[src/hw/rtl/mfa_pkg.sv]
// ----------------------------------------------------------------------------
// mfa_pkg
// shared types and codes of the mesh face assembler
// ----------------------------------------------------------------------------
package mfa_pkg;

    localparam int VERT_DEPTH_DEF = 4096;
    localparam int FACE_MAX_DEF   = 16;

    // command kinds
    localparam logic [1:0] KIND_VERTEX   = 2'd0;
    localparam logic [1:0] KIND_CORNER   = 2'd1;
    localparam logic [1:0] KIND_NEW_MESH = 2'd2;

    // primitive kinds
    localparam logic PRIM_TRI  = 1'b0;
    localparam logic PRIM_QUAD = 1'b1;

    typedef struct packed {
        logic [31:0] x;
        logic [31:0] y;
        logic [31:0] z;
    } coord_t;

    typedef struct packed {
        logic [1:0]         kind;
        logic [31:0]        coord_x;
        logic [31:0]        coord_y;
        logic [31:0]        coord_z;
        logic signed [31:0] face_index;
        logic               face_end;
    } in_word_t;

    typedef struct packed {
        logic        prim_kind;
        logic [1:0]  corner;
        logic [31:0] out_x;
        logic [31:0] out_y;
        logic [31:0] out_z;
        logic        last_of_face;
    } out_word_t;

    // queue and back end status seen by the front end
    typedef struct packed {
        logic q_full;
        logic q_empty;
        logic back_active;
    } drain_status_t;

endpackage

[src/hw/rtl/mfa_fifo.sv]
// ----------------------------------------------------------------------------
// mfa_fifo
// two-entry job queue between front and back end
// ----------------------------------------------------------------------------
module mfa_fifo #(
    parameter int WIDTH = 8
) (
    input  logic             clk,
    input  logic             rst_n,
    input  logic             push,
    input  logic [WIDTH-1:0] din,
    input  logic             pop,
    output logic [WIDTH-1:0] dout,
    output logic             full,
    output logic             empty
);
    import mfa_pkg::*;

    logic [WIDTH-1:0] entry_reg [2];
    logic             wr_ptr_reg, wr_ptr_next;
    logic             rd_ptr_reg, rd_ptr_next;
    logic [1:0]       cnt_reg, cnt_next;
    logic             do_push;
    logic             do_pop;

    assign full    = cnt_reg == 2'd2;
    assign empty   = cnt_reg == 2'd0;
    assign do_push = push && !full;
    assign do_pop  = pop && !empty;
    assign dout    = entry_reg[rd_ptr_reg];

    always_comb
    begin
        wr_ptr_next = do_push ? !wr_ptr_reg : wr_ptr_reg;
        rd_ptr_next = do_pop ? !rd_ptr_reg : rd_ptr_reg;
        cnt_next    = cnt_reg + {1'b0, do_push} - {1'b0, do_pop};
    end

    always_ff @(posedge clk or negedge rst_n)
    begin
        if (!rst_n)
        begin
            wr_ptr_reg <= 1'b0;
            rd_ptr_reg <= 1'b0;
            cnt_reg    <= 2'd0;
        end
        else
        begin
            wr_ptr_reg <= wr_ptr_next;
            rd_ptr_reg <= rd_ptr_next;
            cnt_reg    <= cnt_next;
        end
    end

    always_ff @(posedge clk)
    begin
        if (do_push)
        begin
            entry_reg[wr_ptr_reg] <= din;
        end
    end

endmodule

[config.mk]
export PLATFORM = sky130hd
export DESIGN_NAME = mfa_fifo
export DESIGN_NICKNAME = d
export VERILOG_FILES = /design/src/hw/rtl/mfa_pkg.sv /design/src/hw/rtl/mfa_fifo.sv
export SDC_FILE = /design/constraint.sdc
export NUM_CORES = 1
export LEC_CHECK = 0
export ABC_AREA = 1
export ABC_CLOCK_PERIOD_IN_PS = 2200
export CAP_MARGIN = 20
export CORE_MARGIN = 5
export CORE_UTILIZATION = 58
export CTS_BUF_LIST = sky130_fd_sc_hd__clkbuf_16
export DETAILED_ROUTE_END_ITERATION = 7
export DONT_BUFFER_PORTS = 1
export GPL_ROUTABILITY_DRIVEN = 0
export GPL_TIMING_DRIVEN = 0
export PLACE_DENSITY_LB_ADDON = 0.3
export SYNTH_ARGS = -nofsm -noshare
export SYNTH_HDL_FRONTEND = slang
export SYNTH_SLANG_ARGS = --single-unit
export TNS_END_PERCENT = 10
[constraint.sdc]
create_clock -name clk -period 2.2 [get_ports clk]
set_clock_uncertainty 0.2 [all_clocks]
set_input_delay 0.33 -clock clk [delete_from_list [all_inputs] [get_ports clk]]
set_output_delay 0.33 -clock clk [all_outputs]
set_load 0.005 [all_outputs]
==> flow_summary_export.csv <==
group,metric,value,unit
run_status,outcome,"completed",
clock_tree,cts_resized,0,
clock_tree,clock_latency,250,ps
route,drc_errors,0,
sta,max_freq,581,MHz
power_and_ir_drop,p_switching,0.435,mW
die,dieArea,0.00229,mm2
route,drt.antenna.violating_nets,0,
power_and_ir_drop,intPower,0.901,mW
clock_tree,numCtsBuffers,3,
worst_setup_path,endpoint_kind,"register",
worst_hold_path,hold_path_class,"input pin to register",
route,vias,513,
power_and_ir_drop,clockPowerShare,27.6,%
layout,antennaDiodeCount,0,
power_and_ir_drop,combPwrFrac,29.9,%
logic_synthesis,yosys.area.top_type,"edfxtp_1",
sta,postLayoutSetupSlackWorst,478,ps
grt,overflow,0,
sta,period_share,78.3,%
clock_tree,h-tree-depth,1,
layout,syn_to_final_growth,22.6,%
placement,dp.final_hpwl,941,um
layout,drive_gt1_share,10.2,%
die,start_util,62.3,%
power_and_ir_drop,p_leak,0.476,nW
logic_synthesis,synth_cell_types,12,
logic_synthesis,ys_ff_latch,20,
clock_tree,max-clock-path-buffers,2,
route,wl,1480,um
sta,hold_viol_final,0,
sta,slew_headroom,54.6,%
layout,final_nets,103,
clock_tree,path_clk_slew,50,ps
sta,period_minus_slack,1720,ps
sta,hold_slack,17.1,ps
clock_tree,clock_sinks,20,
clock_tree,clock_tree.root_cell,"clkbuf_16",
power_and_ir_drop,vdd_drop_max,0.776,mV
sta,slew_viol_final,0,
worst_setup_path,crit_fanout,8,
clock_tree,cts_tree,"yes",
logic_synthesis,synth_top_family_by_area,"simple AND/OR/NAND/NOR gates",
placement,pre_cts_ws,469,ps
die,io_pins,22,
worst_setup_path,crit_arrival,1400,ps
logic_synthesis,yosysWarningCount,0,
die,die_h,47.8,um
power_and_ir_drop,pwr_density_cell,1310,mW/mm2
logic_synthesis,synthAdderAreaFrac,3.01,%
route,wire_per_inst,14.4,um
logic_synthesis,syn_area,831,um2
route,routed_via_density,4.98,
power_and_ir_drop,swShare,32.6,%
logic_synthesis,synth_mux_area_share,0,%
logic_synthesis,ys_seq_area_share,69.9,%
sta,fin_setup_tns,0,ps
die,die_w,47.8,um
layout,final_util,76.4,%
route,drt_iter0_drc,11,
logic_synthesis,synthDominantCellAreaShare,57.8,%
route,drt_pass1_iterations,4,
logic_synthesis,synth_area_per_cell,11.1,um2
logic_synthesis,synth_xor_area_share,0,%
logic_synthesis,synth.area.top_cells,"edfxtp_1, nand2_1, dfrtp_1, inv_1, ha_1",
logic_synthesis,synthSimpleGateAreaFrac,20.2,%
die,rows,13,
layout,design_area,0.00102,mm2
logic_synthesis,synth_compound_area_share,0,%
logic_synthesis,syn_nets,89,
worst_setup_path,startpoint_type,"register",
die,core-area,0.00133,mm2
worst_setup_path,critical_path_class,"register to register",
placement,io_buffer_count,0,
power_and_ir_drop,seq_power_share,42.4,%
worst_setup_path,critPathRequiredTime,1880,ps
sta,rsz0062_at_grt,"no",
layout,largest_register_ffs,16,
grt,grt_first_pass_wirelength,2240,um
sta,setup_viol,0,
grt,grt_max_degree,12,
logic_synthesis,synth_cells,75,
grt,grt_pass1_vias,504,
sta,worst_slew_pin_slew,679,ps
worst_setup_path,rrSetupSlack,480,ps
grt,globalRouteTotalUtil,15.8,%
placement,dpl_cell_area,850,um2
flow_run,maxCapViolations,0,
grt,grt_antenna_before_repair,0,
## through the flow
step           std cells  total power [mW]
6_report             103              1.34
5_1_grt              103              1.44
4_1_cts              103              1.35
3_5_place_dp          90             0.955
3_3_place_gp          90             0.941
2_1_floorplan         75             0.872
## cell usage after synthesis
cell type,instances
nand3_2,1
nand2_2,2
buf_6,1
nand3_1,2
inv_1,9
nand2_1,35
clkinv_4,1
nor2_1,1
edfxtp_1,16
inv_2,1
dfrtp_1,4
ha_1,2
## critical path, cell delays in order (launching register included)
cell	delay, ps
dfrtp_1	380
inv_2	50
nand2_1	110
nand2_2	80
nor2_1	530
## kinds of logic after synthesis
family,after synthesis
AND/OR/NAND/NOR,41
adder cells (fa/ha/maj),2
flip-flops,20
buffers and inverters,12
## cell usage in the layout, fill, tap and decap left out
| cell type | netlist | routed |
|---|---|---|
| buf_6 | 1 | 1 |
| clkbuf_16 | 0 | 3 |
| clkinv_4 | 1 | 1 |
| dfrtp_1 | 4 | 4 |
| dlygate4sd3_1 | 0 | 9 |
| edfxtp_1 | 16 | 16 |
| ha_1 | 2 | 2 |
| inv_1 | 9 | 10 |
| inv_2 | 1 | 1 |
| nand2_1 | 35 | 35 |
| nand2_2 | 2 | 2 |
| nand3_1 | 2 | 2 |
| nand3_2 | 1 | 1 |
| nor2_1 | 1 | 1 |
## path summary, 6_finish.rpt
path / start / endpoint / cells after the start
min reg2reg: wr_ptr_reg / wr_ptr_reg / 2
max reg2reg: cnt_reg[0] / entry_reg[1][7] / 4
min in group asynchronous: rst_n / rd_ptr_reg / 1
max: cnt_reg[0] / entry_reg[1][7] / 4
min: pop / rd_ptr_reg / 2
max in group asynchronous: rst_n / wr_ptr_reg / 1
## power groups by stage
stage	logic (mW)	registers [mW]	clock network (mW)
after floorplan	0.309	0.563	0
final	0.400	0.567	0.369
after detailed placement	0.383	0.573	0
after global routing	0.466	0.577	0.394
after CTS	0.410	0.568	0.374
after global placement	0.374	0.566	0
## metal layers
layer	GRT usage (%)	vias to the layer above	routed length, um	part of all wire [%]
li1	-	262	-	-
met1	15.9	227	569	38
met2	28.5	19	774	52
met3	5.26	5	106	7.2
met4	8.06	0	31	2.1
met5	0	-	0	0
## cell type report
| class | count | area (um2) |
|---|---|---|
| plain buffers | 1 | 11.3 |
| clock buffers | 3 | 75.1 |
| clock inverters | 1 | 3.75 |
| fillers | 87 | 315 |
| inverters | 11 | 46.3 |
| multi-input cells | 43 | 193 |
| flip-flops and latches | 20 | 581 |
| well taps | 15 | 18.8 |
| repair buffers | 9 | 90.1 |
## what timing repair did
action                                 CTS  global route
buffers inserted                         0             0
endpoints found under the hold margin   20             0
hold buffers                             9             0
No activity file was read; power rests on OpenSTA's default activity.
